**src/hw/rtl/mcalu_pkg.sv**
```systemverilog
// Shared types and opcode constants for the minicomputer ALU condition-code block.
// No dependencies; imported by the execute unit, the top level, the tracker and the bench.
`timescale 1ns / 1ps

package mcalu_pkg;

    // Condition flags, N in the top bit down to C in the bottom bit
    typedef struct packed {
        logic n;
        logic z;
        logic v;
        logic c;
    } alu_flags_t;

    // Everything the execute unit produces for one instruction word
    typedef struct packed {
        logic [15:0] result;
        logic        write_back;
        logic        byte_op;
        alu_flags_t  flags;
        logic        unknown_op;
    } alu_out_t;

    // Opcode bits 15..9 of XOR
    localparam logic [6:0] XOR_CODE = 7'o074;

    // Opcode bits 14..12: operation groups
    localparam logic [2:0] GRP_SINGLE = 3'o0;
    localparam logic [2:0] DOP_MOV    = 3'o1;
    localparam logic [2:0] DOP_CMP    = 3'o2;
    localparam logic [2:0] DOP_BIT    = 3'o3;
    localparam logic [2:0] DOP_BIC    = 3'o4;
    localparam logic [2:0] DOP_BIS    = 3'o5;
    localparam logic [2:0] DOP_ADDSUB = 3'o6;
    localparam logic [2:0] GRP_EXT    = 3'o7;

    // Opcode bits 14..6: single-operand codes
    localparam logic [8:0] SOP_SWAB = 9'o003;
    localparam logic [8:0] SOP_CLR  = 9'o050;
    localparam logic [8:0] SOP_COM  = 9'o051;
    localparam logic [8:0] SOP_INC  = 9'o052;
    localparam logic [8:0] SOP_DEC  = 9'o053;
    localparam logic [8:0] SOP_NEG  = 9'o054;
    localparam logic [8:0] SOP_ADC  = 9'o055;
    localparam logic [8:0] SOP_SBC  = 9'o056;
    localparam logic [8:0] SOP_TST  = 9'o057;
    localparam logic [8:0] SOP_ROR  = 9'o060;
    localparam logic [8:0] SOP_ROL  = 9'o061;
    localparam logic [8:0] SOP_ASR  = 9'o062;
    localparam logic [8:0] SOP_ASL  = 9'o063;
    localparam logic [8:0] SOP_SXT  = 9'o067;

endpackage

```
**src/hw/rtl/minicomputer_alu_condition_codes_core.sv**
```systemverilog
// Top level of the minicomputer ALU condition-code block: stream ports, pipeline, flag state.
// Depends on mcalu_pkg and mcalu_exec.
`timescale 1ns / 1ps
//
//  Channel   Dir  Handshake                    Word contents
//  s_axis    in   s_axis_tvalid/s_axis_tready  opcode, src_value, dst_value
//  m_axis    out  m_axis_tvalid/m_axis_tready  result, write_back, flags; tuser byte/unknown
//
//  One word per cycle sustained while the output is not stalled; a word passes the input
//  register and then the output register before it can leave.
//  The stored N/Z/V/C flags update when a word moves from the input register into the
//  output register, so the next word behind it sees them with no bubble.
//  Reset clears both valid bits and the flags to zero.
//  A stalled output holds its word; the input register still takes one more word.
//  Unknown opcodes pass through with flags reported but not stored.

module minicomputer_alu_condition_codes_core
    import mcalu_pkg::*;
(
    input  logic        clk,
    input  logic        rst_n,
    input  logic        s_axis_tvalid,
    output logic        s_axis_tready,
    input  logic [47:0] s_axis_tdata,   // [15:0] opcode, [31:16] src_value, [47:32] dst_value
    output logic        m_axis_tvalid,
    input  logic        m_axis_tready,
    output logic [23:0] m_axis_tdata,   // [15:0] result, [16] write_back, [17] flag_n,
                                        // [18] flag_z, [19] flag_v, [20] flag_c, [23:21] zero
    output logic [1:0]  m_axis_tuser    // [0] byte_op, [1] unknown_op
);

    logic        in_valid_reg;
    logic        in_valid_next;
    logic [15:0] opcode_reg;
    logic [15:0] src_reg;
    logic [15:0] dst_reg;
    logic        out_valid_reg;
    logic        out_valid_next;
    alu_out_t    out_reg;
    alu_flags_t  flags_reg;
    alu_flags_t  flags_next;
    alu_out_t    exec_out;
    logic        out_free;
    logic        advance;
    logic        accept;

    // Output slot is free when empty or being drained this cycle
    assign out_free      = !out_valid_reg || m_axis_tready;
    assign advance       = in_valid_reg && out_free;
    assign s_axis_tready = !in_valid_reg || out_free;
    assign accept        = s_axis_tvalid && s_axis_tready;

    mcalu_exec u_exec (
        .opcode    (opcode_reg),
        .src_value (src_reg),
        .dst_value (dst_reg),
        .flags_in  (flags_reg),
        .exec_out  (exec_out)
    );

    always_comb
    begin
        // Input register: fill on accept, drop once its word moves on
        if (accept)
            in_valid_next = 1'b1;
        else if (advance)
            in_valid_next = 1'b0;
        else
            in_valid_next = in_valid_reg;

        // Output register: reload whenever free, else hold
        out_valid_next = out_free ? in_valid_reg : out_valid_reg;

        // Flags advance only with a recognized instruction
        flags_next = (advance && !exec_out.unknown_op) ? exec_out.flags : flags_reg;
    end

    always_ff @(posedge clk or negedge rst_n)
    begin
        if (!rst_n)
        begin
            in_valid_reg  <= 1'b0;
            out_valid_reg <= 1'b0;
            flags_reg     <= '0;
        end
        else
        begin
            in_valid_reg  <= in_valid_next;
            out_valid_reg <= out_valid_next;
            flags_reg     <= flags_next;
        end
    end

    // Payload registers need no reset
    always_ff @(posedge clk)
    begin
        if (accept)
        begin
            opcode_reg <= s_axis_tdata[15:0];
            src_reg    <= s_axis_tdata[31:16];
            dst_reg    <= s_axis_tdata[47:32];
        end
        if (advance)
            out_reg <= exec_out;
    end

    assign m_axis_tvalid = out_valid_reg;
    assign m_axis_tdata  = {3'b000, out_reg.flags.c, out_reg.flags.v, out_reg.flags.z,
                            out_reg.flags.n, out_reg.write_back, out_reg.result};
    assign m_axis_tuser  = {out_reg.unknown_op, out_reg.byte_op};

endmodule

```
**src/hw/rtl/mcalu_exec.sv**
```systemverilog
// Combinational execute unit: decodes one instruction word and computes result and flags.
// Depends on mcalu_pkg.
`timescale 1ns / 1ps

module mcalu_exec
    import mcalu_pkg::*;
(
    input  logic [15:0] opcode,
    input  logic [15:0] src_value,
    input  logic [15:0] dst_value,
    input  alu_flags_t  flags_in,
    output alu_out_t    exec_out
);

    always_comb
    begin
        logic        byte_sel;
        logic        is_xor;
        logic [2:0]  grp;
        logic [8:0]  sop;
        logic [15:0] mask;
        logic [15:0] sgn;
        logic [15:0] smax;
        logic [15:0] s;
        logic [15:0] d;
        logic [15:0] r;
        logic [15:0] res;
        logic [16:0] sum;
        logic        n;
        logic        z;
        logic        v;
        logic        c;
        logic        cin;
        logic        known;
        logic        wb;
        logic        setnz;
        logic        vxor;
        logic        movb;

        is_xor = (opcode[15:9] == XOR_CODE);
        grp    = opcode[14:12];
        sop    = opcode[14:6];

        // SWAB and SXT are word-only; the add/subtract group has no byte form
        byte_sel = opcode[15];
        if (is_xor)
            byte_sel = 1'b0;
        else if (grp == GRP_SINGLE || grp == GRP_EXT)
            byte_sel = opcode[15] && !(sop == SOP_SWAB || sop == SOP_SXT);
        else if (grp == DOP_ADDSUB)
            byte_sel = 1'b0;

        mask = byte_sel ? 16'h00FF : 16'hFFFF;
        sgn  = byte_sel ? 16'h0080 : 16'h8000;
        smax = byte_sel ? 16'h007F : 16'h7FFF;
        s    = src_value & mask;
        d    = dst_value & mask;
        sum  = {1'b0, s} + {1'b0, d};

        n     = flags_in.n;
        z     = flags_in.z;
        v     = flags_in.v;
        c     = flags_in.c;
        cin   = flags_in.c;
        known = 1'b1;
        wb    = 1'b1;
        setnz = 1'b1;
        vxor  = 1'b0;
        movb  = 1'b0;
        r     = '0;

        if (is_xor)
        begin
            r = src_value ^ dst_value;
            v = 1'b0;
        end
        else if (grp != GRP_SINGLE && grp != GRP_EXT)
        begin
            unique case (grp)
                DOP_MOV:
                begin
                    r    = s;
                    v    = 1'b0;
                    movb = byte_sel;
                end
                DOP_CMP:
                begin
                    r  = s - d;
                    wb = 1'b0;
                    v  = |((s ^ d) & (s ^ r) & sgn);
                    c  = (s < d);
                end
                DOP_BIT:
                begin
                    r  = s & d;
                    v  = 1'b0;
                    wb = 1'b0;
                end
                DOP_BIC:
                begin
                    r = ~s & d;
                    v = 1'b0;
                end
                DOP_BIS:
                begin
                    r = s | d;
                    v = 1'b0;
                end
                default:
                begin
                    if (opcode[15])
                    begin
                        r = d - s;
                        v = |((s ^ d) & (d ^ r) & sgn);
                        c = (d < s);
                    end
                    else
                    begin
                        r = sum[15:0];
                        v = |(~(s ^ d) & (s ^ r) & sgn);
                        c = (sum > {1'b0, mask});
                    end
                end
            endcase
        end
        else if (grp == GRP_SINGLE && (!opcode[15] || byte_sel))
        begin
            unique case (sop)
                SOP_CLR:
                begin
                    r = '0;
                    v = 1'b0;
                    c = 1'b0;
                end
                SOP_COM:
                begin
                    r = ~d;
                    v = 1'b0;
                    c = 1'b1;
                end
                SOP_INC:
                begin
                    v = (d == smax);
                    r = d + 16'd1;
                end
                SOP_DEC:
                begin
                    v = (d == sgn);
                    r = d - 16'd1;
                end
                SOP_NEG:
                begin
                    r = (16'd0 - d) & mask;
                    v = (r == sgn);
                    c = (r != 16'd0);
                end
                SOP_ADC:
                begin
                    r = d + {15'd0, cin};
                    c = (d == mask) && cin;
                    v = (d == smax) && cin;
                end
                SOP_SBC:
                begin
                    r = d - {15'd0, cin};
                    c = (d == 16'd0) && cin;
                    v = (d == sgn);
                end
                SOP_TST:
                begin
                    r  = d;
                    v  = 1'b0;
                    c  = 1'b0;
                    wb = 1'b0;
                end
                SOP_ROR:
                begin
                    r    = (d >> 1) | (cin ? sgn : 16'd0);
                    c    = d[0];
                    vxor = 1'b1;
                end
                SOP_ROL:
                begin
                    r    = (d << 1) | {15'd0, cin};
                    c    = |(d & sgn);
                    vxor = 1'b1;
                end
                SOP_ASR:
                begin
                    r    = (d >> 1) | (d & sgn);
                    c    = d[0];
                    vxor = 1'b1;
                end
                SOP_ASL:
                begin
                    r    = d << 1;
                    c    = |(d & sgn);
                    vxor = 1'b1;
                end
                SOP_SWAB:
                begin
                    r     = {d[7:0], d[15:8]};
                    n     = r[7];
                    z     = (r[7:0] == 8'd0);
                    v     = 1'b0;
                    c     = 1'b0;
                    setnz = 1'b0;
                end
                SOP_SXT:
                begin
                    r     = n ? 16'hFFFF : 16'h0000;
                    z     = !n;
                    v     = 1'b0;
                    setnz = 1'b0;
                end
                default:
                    known = 1'b0;
            endcase
        end
        else
        begin
            known = 1'b0;
        end

        res = r & mask;
        if (setnz)
        begin
            n = byte_sel ? res[7] : res[15];
            z = (res == 16'd0);
        end
        if (vxor)
            v = n ^ c;

        if (!known)
        begin
            exec_out.result     = '0;
            exec_out.write_back = 1'b0;
            exec_out.byte_op    = 1'b0;
            exec_out.flags      = flags_in;
            exec_out.unknown_op = 1'b1;
        end
        else
        begin
            if (!byte_sel)
                exec_out.result = res;
            else if (movb)
                exec_out.result = {{8{res[7]}}, res[7:0]};
            else
                exec_out.result = {dst_value[15:8], res[7:0]};
            exec_out.write_back = wb;
            exec_out.byte_op    = byte_sel;
            exec_out.flags      = '{n: n, z: z, v: v, c: c};
            exec_out.unknown_op = 1'b0;
        end
    end

endmodule

```
**config.mk**
```make
export PLATFORM = sky130hd
export DESIGN_NAME = minicomputer_alu_condition_codes_core
export DESIGN_NICKNAME = d
export VERILOG_FILES = /design/src/hw/rtl/mcalu_pkg.sv /design/src/hw/rtl/minicomputer_alu_condition_codes_core.sv /design/src/hw/rtl/mcalu_exec.sv
export SDC_FILE = /design/constraint.sdc
export NUM_CORES = 1
export LEC_CHECK = 0
export BUFFER_PORTS_ARGS = -buffer_cell sky130_fd_sc_hd__buf_2
export CAP_MARGIN = 20
export CELL_PAD_IN_SITES_DETAIL_PLACEMENT = 1
export CELL_PAD_IN_SITES_GLOBAL_PLACEMENT = 1
export CORE_MARGIN = 1.5
export CORE_UTILIZATION = 42
export DETAILED_ROUTE_END_ITERATION = 12
export GPL_ROUTABILITY_DRIVEN = 1
export GPL_TIMING_DRIVEN = 0
export MAX_ROUTING_LAYER = met4
export PLACE_DENSITY_LB_ADDON = 0.1
export SLEW_MARGIN = 5
export SYNTH_ARGS = -nofsm -noshare
export SYNTH_HDL_FRONTEND = slang
export SYNTH_SLANG_ARGS = --single-unit
```
**constraint.sdc**
```tcl
create_clock -name clk -period 5.99 [get_ports clk]
set_input_delay 0.2995 -clock clk [delete_from_list [all_inputs] [get_ports clk]]
set_output_delay 0.2995 -clock clk [all_outputs]
set_load 0.01 [all_outputs]
```
==> results of run 1 <==
power breakdown:
| group | internal, µW | leakage (µW) | switching (µW) |
|---|---|---|---|
| combinational | 363 | 0.00382 | 634 |
| clock | 328 | 0.000148 | 253 |
| sequential | 600 | 0.000700 | 58.4 |
| total | 1290 | 0.00467 | 945 |
worst max-delay path, cell delays in order (launching register included):
cell and delay [ns]:
edfxtp_1 0.45, or4b_1 0.19, buf_2 0.17, nor3_4 0.07
buf_4 0.14, buf_4 0.19, o31ai_2 0.87, inv_1 0.16
ha_1 0.41, nor2_1 0.11, o211ai_1 0.10, nand3_1 0.14
a221oi_4 0.38, xnor2_2 0.15, ha_1 0.34, nand3_1 0.13
nor2_1 0.11, and4b_1 0.25, nand4_1 0.15, nor3_2 0.26
o2bb2ai_1 0.15, nand3_2 0.18, o2bb2a_4 0.19, nand2b_1 0.13
mux2i_1 0.16, nand2b_1 0.12
layout make-up:
type	instances	area (µm²)	area share, %
well taps	319	399	3.43
repair buffers	93	538	4.62
plain buffers	81	403	3.46
flip-flops and latches	71	2100	18.1
clock buffers	9	225	1.93
inverters	59	221	1.90
multi-input cells	1047	7670	65.9
clock inverters	7	80.1	0.688
cells in the mapped netlist, types with 13 or more instances:
| cell type | n |
|---|---|
| a211oi_1 | 23 |
| a21o_1 | 24 |
| a21oi_1 | 92 |
| a31oi_1 | 24 |
| and3_1 | 14 |
| buf_2 | 18 |
| clkbuf_1 | 51 |
| edfxtp_1 | 65 |
| ha_1 | 86 |
| inv_1 | 56 |
| mux2i_1 | 25 |
| nand2_1 | 113 |
| nand2b_1 | 23 |
| nand3_1 | 39 |
| nand4_1 | 19 |
| nor2_1 | 78 |
| nor2b_1 | 25 |
| nor3_1 | 36 |
| nor4_1 | 14 |
| o211ai_1 | 20 |
| o21ai_0 | 54 |
| o31ai_1 | 21 |
| or3_1 | 13 |
| xnor2_1 | 52 |
stage by stage:
step	area (µm²)	cells	util, %	setup TNS, ns
after floorplan	10100	1265	-	0
after global placement	10800	1654	46.1	-15.23
after detailed placement	10900	1659	46.4	-15.68
after CTS	11400	1682	48.8	-0.0168
after global routing	11600	1686	49.6	-0.0423
final	11600	1686	49.6	0
layout by cell type (no fill, tap or decap), types with 7 or more instances in the layout:
cell type | netlist | final
clkbuf_16 | 0 | 10
a32oi_1 | 10 | 10
o31a_1 | 8 | 8
ha_1 | 86 | 80
buf_1 | 12 | 9
inv_1 | 56 | 56
nand4_1 | 19 | 19
or2_2 | 12 | 11
a22oi_1 | 10 | 10
edfxtp_1 | 65 | 65
nor2_1 | 78 | 78
clkbuf_1 | 51 | 43
nand2b_1 | 23 | 22
or3_1 | 13 | 12
mux2_2 | 10 | 10
o211ai_1 | 20 | 20
o21ai_0 | 54 | 53
nor4_1 | 14 | 11
xor2_1 | 7 | 7
nand3_1 | 39 | 38
and3_1 | 14 | 13
o22ai_1 | 10 | 10
nand2_2 | 0 | 7
nand2_1 | 113 | 106
xnor2_1 | 52 | 51
a21oi_1 | 92 | 89
buf_2 | 18 | 89
buf_4 | 4 | 21
o221ai_1 | 7 | 7
o31ai_1 | 21 | 16
a211oi_1 | 23 | 23
o21a_1 | 12 | 11
nor3_1 | 36 | 34
a21o_1 | 24 | 24
mux2i_1 | 25 | 25
nor2b_1 | 25 | 24
a31oi_1 | 24 | 24
cell families (layout without fill, tap and decap cells):
logic type	count (synthesis)	after routing	synth area share [%]
mux	35	35	3.61
fa+ha+maj	90	90	11.5
compound gates	425	425	30.1
flops	71	71	20.9
simple gates	435	435	22.7
buf+inv	147	249	6.08
xor+xnor	59	59	5.13
other cells	1	3	0.0373
routing by layer:
metal  share of wire (%)  GRT usage (%)  vias up
met3                 8.9           7.23      158
met4                 5.5           19.6        0
met2                  43           59.5      604
met5                   0              -        -
met1                  43           53.0     5658
li1                    -              -     4983
how the worst max path moves through the flow:
stage	startpoint	depth (start not counted)	endpoint	slack (ns)
finish	opcode_reg[6]	25	m_axis_tdata[19]	0.16
CTS	opcode_reg[12]	27	m_axis_tdata[19]	-0.02
floorplan	opcode_reg[12]	27	m_axis_tdata[19]	0.06
global placement	opcode_reg[12]	29	m_axis_tdata[19]	-2.18
global route	opcode_reg[6]	26	m_axis_tdata[19]	-0.04
detailed placement	opcode_reg[12]	29	m_axis_tdata[19]	-2.21
repair_timing:
action / 4_1_cts / 5_1_grt
resized for setup: 37 / 38
pin swaps: 5 / 16
setup buffers: 11 / 5
endpoints found under the hold margin: 6 / 0
hold buffers: 1 / 0
endpoints found under the setup margin: 15 / 6
==> metrics.txt, run 1 <==
ranking of synthesized cells by area edfxtp_1 (19%), ha_1 (11%), a21oi_1 (4.6%); Die Ht 158 µm; Clock Pin Slew Worst Setup and Hold Paths 0.07 ns; IO buf count 70; sequential share of the synthesized area 20.9%; WHS Path Cells 1; Final Hold Viols 0; Design Power 2240 µW; Synth cell types 106; Clock Skew 0.0130 ns; Final period util 97.3%; via count 11403; Post-Synthesis Cells 1263; First-pass DRT Iterations 6; 1st-iter DRT viols 1069; TritonCTS clock tree built; Root Buffer clkbuf_16; chip width 158 µm; fillers 2899; Fmax 0.172 GHz; Period minus WS final 5.83 ns; WHS 0.112 ns; hold_sp s_axis_tdata[17]; clk_lat worst skew 0.36 ns; Total GRT Usage 40.3%; PwrDens 192 nW/µm²; clock sink count 71; Max VDD drop 110 µV; WS Path Type reg -> reg; slew margin rel. 9.74%; status complete, no violations; Crit Path Max Fanout 9; die area 24900 µm²; vias per inst 6.76; Final Setup Violations 0; worst slew pin tran 1.34 ns; starting density of the core 42.9%; Syn-to-layout area delta 15.7%; maxcap violations 0; post-synth top area cell edfxtp_1; DRC 0; RD Place Congestion 0.988; Post-DP HPWL 37.7 mm; Avg Cell Area, Syn 7.97 µm²; asr flop ratio synth 8.45%; first-pass GRT wire length 71.3 mm; EDFF count, synth 65; max FFs per register 21; wire per inst 28.7 µm; Slew Viols, Final 0; grt ovf 0; worst reg2reg path endpoint m_axis_tdata[19]; Synthesis Warnings 0; Detail Route Antenna Nets 0; R2R Setup Slk 0.16 ns; initial antenna violation count 0; hold path endpoint src_reg[1]; CP Launch Type flop; row cnt 56; area fraction of the dominant cell type after synthesis 19.4%; NumNets Final 1504; HP Class in -> reg; core area 23500 µm²; CP required 6.21 ns; diodes inserted 0; r2r worst-path depth 25; CTS Buf Count 9; CP arrival 6.05 ns; post-synthesis register bit count 71; Critical Path End Type flop; R2R Path Start opcode_reg[6]; layout cells sized above 1 17.1%; vias in the first global route 11280; number of buffers on the longest clock path 2; dpl ws -2.21 ns; htree depth 3; IO Count 80; Post-Synthesis Cell Area 10100 µm²; final wirelength 48.3 mm; largest net degree at the start of global routing 36; worst setup slack after layout 0.162 ns; Leak 0.00467 µW; Top FF cell, synth edfxtp_1
No activity file was read; power rests on OpenSTA's default activity.
==> run 2: changes to the inputs <==
--- a/config.mk
+++ b/config.mk
@@ -5,12 +5,13 @@
 export SDC_FILE = /design/constraint.sdc
 export NUM_CORES = 1
 export LEC_CHECK = 0
+export ABC_AREA = 1
 export BUFFER_PORTS_ARGS = -buffer_cell sky130_fd_sc_hd__buf_2
 export CAP_MARGIN = 20
 export CELL_PAD_IN_SITES_DETAIL_PLACEMENT = 1
 export CELL_PAD_IN_SITES_GLOBAL_PLACEMENT = 1
 export CORE_MARGIN = 1.5
-export CORE_UTILIZATION = 42
+export CORE_UTILIZATION = 40
 export DETAILED_ROUTE_END_ITERATION = 12
 export GPL_ROUTABILITY_DRIVEN = 1
 export GPL_TIMING_DRIVEN = 0
==> metrics.txt, run 2 <==
post-synthesis mux area share 0% (was 3.61%); Post-Synth Adder-Cell Area 12.2% (was 11.5%); die area 24600 µm² (was 24900 µm²); DRC 0 (unchanged); Die Ht 157 µm (was 158 µm); Max VDD drop 149 µV (was 110 µV); TritonCTS clock tree built (unchanged); First-pass DRT Iterations 5 (was 6); Synth Area in Compound Gates 18.0% (was 30.1%); Post-CTS Setup Bufs 0 (was 11); grt ovf 0 (unchanged); Critical Path End Type flop (unchanged); CP bufs+invs 8 (was 4); HP Class in -> reg (unchanged); worst reg2reg path endpoint m_axis_tdata[19] (unchanged); vias in the first global route 10683 (was 11280); post-route insts no fill 1848 (was 1686); NumNets Final 1666 (was 1504); FF/Latch Area 2100 µm² (unchanged); CP arrival 5.56 ns (was 6.05 ns); most common cell in the netlist nand2_1 (unchanged); CTS Buf Count 9 (unchanged); Post-DP HPWL 32.6 mm (was 37.7 mm); Final Setup Violations 0 (unchanged); Clock Pin Slew Worst Setup and Hold Paths 0.08 ns (was 0.07 ns); WS Path Type reg -> reg (unchanged); Top FF cell, synth edfxtp_1 (unchanged); Leak 0.00507 µW (was 0.00467 µW); Crit path max-delay family simple AND/OR/NAND/NOR gates (unchanged); RSZ-0062 raised after global routing false; Post-Synthesis Cell Area 9490 µm² (was 10100 µm²); IO Count 80 (unchanged); R2R Path Start dst_reg[7] (was opcode_reg[6]); WHS 0.105 ns (was 0.112 ns); first-pass GRT wire length 62.8 mm (was 71.3 mm); Avg Cell Area, Syn 6.58 µm² (was 7.97 µm²); fillers 3171 (was 2899); largest net degree at the start of global routing 29 (was 36); Syn-to-layout area delta 11.8% (was 15.7%); Post-Synthesis Cells 1441 (was 1263); post-layout util 45.3% (was 49.6%); Detail Route Antenna Nets 0 (unchanged); PwrDens 213 nW/µm² (was 192 nW/µm²); layout cells sized above 1 12.2% (was 17.1%); max FFs per register 21 (unchanged); setup TNS 0 ns (unchanged); worst slew pin tran 1.05 ns (was 1.34 ns); Fmax 0.183 GHz (was 0.172 GHz); vias per inst 5.81 (was 6.76); chip width 157 µm (was 158 µm); RD Place Congestion 0.975 (was 0.988); Synthesis Warnings 0 (unchanged); Root Buffer clkbuf_16 (unchanged); worst setup slack after layout 0.522 ns (was 0.162 ns); IO buf count 70 (unchanged); Total GRT Usage 35.1% (was 40.3%); Synth Area in Simple Gates 33.3% (was 22.7%); Clock Skew 0.0284 ns (was 0.0130 ns); dpl ws 0.250 ns (was -2.21 ns); row cnt 56 (unchanged); area fraction of the dominant cell type after synthesis 20.6% (was 19.4%); Slew Viols, Final 0 (unchanged); diodes inserted 0 (unchanged); htree depth 3 (unchanged); Crit Path Max Fanout 10 (was 9); r2r worst-path depth 29 (was 25); Multi-input gate area 6450 µm² (was 7670 µm²); clk_lat worst skew 0.36 ns (about the same); most frequent cells in the layout nand2_1 (323), inv_1 (152), nor2_1 (143), nand3_1 (129), a21oi_1 (104) (was nand2_1 (106), buf_2 (89), a21oi_1 (89), ha_1 (80), nor2_1 (78)); CP required 6.09 ns (was 6.21 ns); hold path endpoint src_reg[3] (was src_reg[1]); WHS Path Cells 1 (unchanged); hold_sp s_axis_tdata[19] (was s_axis_tdata[17]); wire per inst 22.2 µm (was 28.7 µm); EDFF count, synth 65 (unchanged); largest family of logic cells by synthesized area simple AND/OR/NAND/NOR gates (was compound AO/OA/AOI/OAI gates); number of buffers on the longest clock path 2 (unchanged); CP max-delay cell edfxtp_1 (was o31ai_2); R2R Setup Slk 0.52 ns (was 0.16 ns); post-synth top area cell edfxtp_1 (unchanged); Period minus WS final 5.47 ns (was 5.83 ns); maxcap violations 0 (unchanged); status complete, no violations (unchanged); Cells after DPL 1833 (was 1659); clock sink count 71 (unchanged); asr flop ratio synth 8.45% (unchanged); xor and xnor area share after synthesis 4.25% (was 5.13%); slew margin rel. 29.8% (was 9.74%); ranking of synthesized cells by area edfxtp_1 (21%), nand2_1 (13%), ha_1 (11%) (was edfxtp_1 (19%), ha_1 (11%), a21oi_1 (4.6%)); initial antenna violation count 0 (unchanged); Critical Path Max Stage Delay 0.64 ns (was 0.87 ns); 1st-iter DRT viols 829 (was 1069); synth cell count leaders nand2_1 (323), inv_1 (153), nor2_1 (143) (was nand2_1 (113), a21oi_1 (92), ha_1 (86)); Final period util 91.3% (was 97.3%); Top cell by count, worst path nand2_1; leading cell type in the layout, fill and taps excluded nand2_1 (unchanged); Synth cell types 58 (was 106); final wirelength 41.1 mm (was 48.3 mm); starting density of the core 40.5% (was 42.9%); via count 10744 (was 11403); sequential share of the synthesized area 22.2% (was 20.9%); CP Launch Type flop (unchanged); post-synthesis register bit count 71 (unchanged); core area 23400 µm² (was 23500 µm²); Final Hold Viols 0 (unchanged)
-- run 2: cell types whose count changed in the layout (fill, tap and decap cells not counted), sizes merged, moves of 26 or more --
cell and delta:
clkbuf -26, o21ai +39, buf -27, xnor2 -49, nand3 +93, xor2 +36, nor2 +74, nand2 +231
inv +114
-- run 2: per-stage QoR --
stage          total power [µW]  cell area, µm²
2_1_floorplan              1320            9490
3_3_place_gp               1650           10200
3_5_place_dp               1670           10300
4_1_cts                    2230           10600
5_1_grt                    2390           10600
6_report                   2260           10600
-- run 2: logic make-up (layout without fill, tap and decap cells) --
kind of cell,after synthesis,count (layout)
AO/OA/AOI/OAI,292,292
XOR/XNOR,46,46
adder cells (fa/ha/maj),90,90
buffers and inverters,234,320
flip-flops,71,71
other,1,3
AND/OR/NAND/NOR,707,707
-- run 2: cell type report --
cell class	instances	share of cell area [%]
Buffer	46	2.30
Timing Repair Buffer	74	3.95
Sequential cell	71	19.8
Tap cell	319	3.76
Multi-Input combinational cell	1138	60.8
Clock buffer	10	2.16
Inverter	184	6.64
Clock inverter	6	0.590
-- run 2: layer usage --
| metal | global-route usage, % | up-vias | part of all wire [%] |
|---|---|---|---|
| met2 | 54.3 | 430 | 44 |
| li1 | - | 5011 | - |
| met3 | 4.79 | 93 | 6.4 |
| met4 | 13.1 | 0 | 3.7 |
| met1 | 46.6 | 5210 | 46 |
| met5 | - | - | 0 |
-- run 2: what timing repair did --
item                                    in CTS  in global routing
endpoints found under the hold margin        6                  0
gates resized for setup                      0                  4
hold buffers                                 1                  0
endpoints found under the setup margin       0                  4
-- run 2: how the worst max path moves through the flow --
| stage | from | to | slack (ns) | cells past startpoint |
|---|---|---|---|---|
| floorplan | opcode_reg[12] | m_axis_tdata[19] | 1.68 | 31 |
| CTS | opcode_reg[12] | m_axis_tdata[19] | 0.21 | 32 |
| finish | dst_reg[7] | m_axis_tdata[19] | 0.52 | 29 |
| detailed placement | opcode_reg[12] | m_axis_tdata[19] | 0.25 | 32 |
| global placement | opcode_reg[12] | m_axis_tdata[19] | 0.37 | 32 |
| global route | opcode_reg[12] | m_axis_tdata[19] | 0.01 | 33 |
-- run 2: power breakdown --
group | switching, µW | leakage [µW] | internal [µW]
registers | 76.8 | 0.000704 | 621
logic | 696 | 0.00421 | 308
clock network | 240 | 0.000146 | 323
==> run 3: changes to the inputs <==
--- a/config.mk
+++ b/config.mk
@@ -17,6 +17,7 @@
 export GPL_TIMING_DRIVEN = 0
 export MAX_ROUTING_LAYER = met4
 export PLACE_DENSITY_LB_ADDON = 0.1
+export RECOVER_POWER = 50
 export SLEW_MARGIN = 5
 export SYNTH_ARGS = -nofsm -noshare
 export SYNTH_HDL_FRONTEND = slang
==> metrics.txt, run 3 (same netlist as run 2, synthesis figures left out) <==
status complete, no violations (unchanged); Max VDD drop 149 µV (about the same); row cnt 56 (unchanged); CTS Buf Count 9 (unchanged); grt ovf 0 (unchanged); 1st-iter DRT viols 898 (was 829); hold path endpoint src_reg[3] (unchanged); DRC 0 (unchanged); PwrDens 213 nW/µm² (about the same); CP startpoint dst_reg[7] (unchanged); R2R Path Start dst_reg[7] (unchanged); die area 24600 µm² (unchanged); Die Ht 157 µm (unchanged); most frequent cells in the layout nand2_1 (323), inv_1 (153), nor2_1 (143), nand3_1 (129), a21oi_1 (104) (was nand2_1 (323), inv_1 (152), nor2_1 (143), nand3_1 (129), a21oi_1 (104)); htree depth 3 (unchanged); RSZ-0062 raised after global routing false (unchanged); Crit path max-delay family simple AND/OR/NAND/NOR gates (unchanged); Clock Pin Slew Worst Setup and Hold Paths 0.08 ns (about the same); max FFs per register 21 (unchanged); CP max-delay cell edfxtp_1 (unchanged); CP bufs+invs 8 (unchanged); Total GRT Usage 35.1% (unchanged); clk_lat worst skew 0.36 ns (about the same); layout cells sized above 1 10.4% (was 12.2%); starting density of the core 40.5% (unchanged); WS Path Type reg -> reg (unchanged); setup TNS 0 ns (unchanged); CP required 6.09 ns (about the same); HP Class in -> reg (unchanged); CP Launch Type flop (unchanged); final wirelength 41.0 mm (was 41.1 mm); Fmax 0.184 GHz (was 0.183 GHz); Multi-input gate area 6450 µm² (unchanged); first-pass GRT wire length 62.8 mm (unchanged); FF/Latch Area 2100 µm² (unchanged); First-pass DRT Iterations 5 (unchanged); Syn-to-layout area delta 11.5% (was 11.8%); Clock Skew 0.0292 ns (was 0.0284 ns); Leak 0.00499 µW (was 0.00507 µW); Slew Viols, Final 0 (unchanged); hold_sp s_axis_tdata[19] (unchanged); initial antenna violation count 0 (unchanged); diodes inserted 0 (unchanged); CP arrival 5.54 ns (was 5.56 ns); core area 23400 µm² (unchanged); worst slew pin tran 1.05 ns (about the same); wire per inst 22.2 µm (about the same); Detail Route Antenna Nets 0 (unchanged); Crit Path Max Fanout 10 (unchanged); IO Count 80 (unchanged); Critical Path Max Stage Delay 0.64 ns (about the same); via count 10703 (was 10744); number of buffers on the longest clock path 2 (unchanged); IO buf count 70 (unchanged); r2r worst-path depth 29 (unchanged); Top cell by count, worst path nand2_1 (unchanged); WHS Path Cells 1 (unchanged); worst reg2reg path endpoint m_axis_tdata[19] (unchanged); largest net degree at the start of global routing 29 (unchanged); R2R Setup Slk 0.55 ns (was 0.52 ns); Post-CTS Setup Bufs 0 (unchanged); Root Buffer clkbuf_16 (unchanged); Post-DP HPWL 32.6 mm (unchanged); slew margin rel. 29.8% (about the same); leading cell type in the layout, fill and taps excluded nand2_1 (unchanged); fillers 3186 (was 3171); post-route insts no fill 1848 (unchanged); vias in the first global route 10683 (unchanged); chip width 157 µm (unchanged); vias per inst 5.79 (was 5.81); Final Setup Violations 0 (unchanged); NumNets Final 1666 (unchanged); clock sink count 71 (unchanged); TritonCTS clock tree built (unchanged); Final period util 90.9% (was 91.3%); Period minus WS final 5.44 ns (was 5.47 ns); Final Hold Viols 0 (unchanged); RD Place Congestion 0.975 (unchanged); Critical Path End Type flop (unchanged); maxcap violations 0 (unchanged); Cells after DPL 1833 (unchanged)
-- run 3: final cells by class --
class,instances,share of cell area [%]
clock inverters,6,0.592
plain buffers,46,2.31
inverters,184,6.66
repair buffers,74,3.66
well taps,319,3.77
multi-input cells,1138,61.0
flip-flops and latches,71,19.9
clock buffers,10,2.17
-- run 3: how the worst max path moves through the flow --
stage | to | cells after the start
after CTS | m_axis_tdata[19] | 32
after floorplan | m_axis_tdata[19] | 31
after detailed placement | m_axis_tdata[19] | 32
after global placement | m_axis_tdata[19] | 32
final | m_axis_tdata[19] | 29
after global routing | m_axis_tdata[19] | 33
-- run 3: stage by stage --
stage	area [µm²]	hold slack, ns	util (%)	power [µW]	setup slack (ns)
6_report	10600	0.103	45.2	2250	0.547
5_1_grt	10600	0.0981	45.2	2390	0.0123
4_1_cts	10600	0.106	45.1	2230	0.213
3_5_place_dp	10300	0.131	43.9	1670	0.250
3_3_place_gp	10200	0.131	43.8	1650	0.373
2_1_floorplan	9490	0.00391	-	1320	1.68
-- run 3: power breakdown --
part / internal (µW) / switching (µW) / leakage [µW]
clock network: 323 / 238 / 0.000146
registers: 622 / 77.1 / 0.000704
logic: 301 / 695 / 0.00414
-- run 3: worst reg2reg max path, delay by kind of cell (launching register included) --
family,cells,cell delay (ns)
AO/OA/AOI/OAI,2,0.32
adder cells (fa/ha/maj),2,0.67
AND/OR/NAND/NOR,17,1.90
flip-flops,1,0.64
buffers and inverters,8,1.64
-- run 3: timing repair --
item	4_1_cts	5_1_grt
hold buffers	1	0
endpoints found under the setup margin	0	4
resized for setup	0	4
endpoints found under the hold margin	6	0
-- run 3: per-layer routing --
metal  part of all wire (%)  GRT usage [%]  wire length (µm)  vias up
met5                      0              -                 0        -
met4                    3.7           13.1              1540        0
met3                    6.2           4.79              2530       93
met2                     44           54.3             18100      409
met1                     46           46.6             18800     5188
li1                       -              -                 -     5013
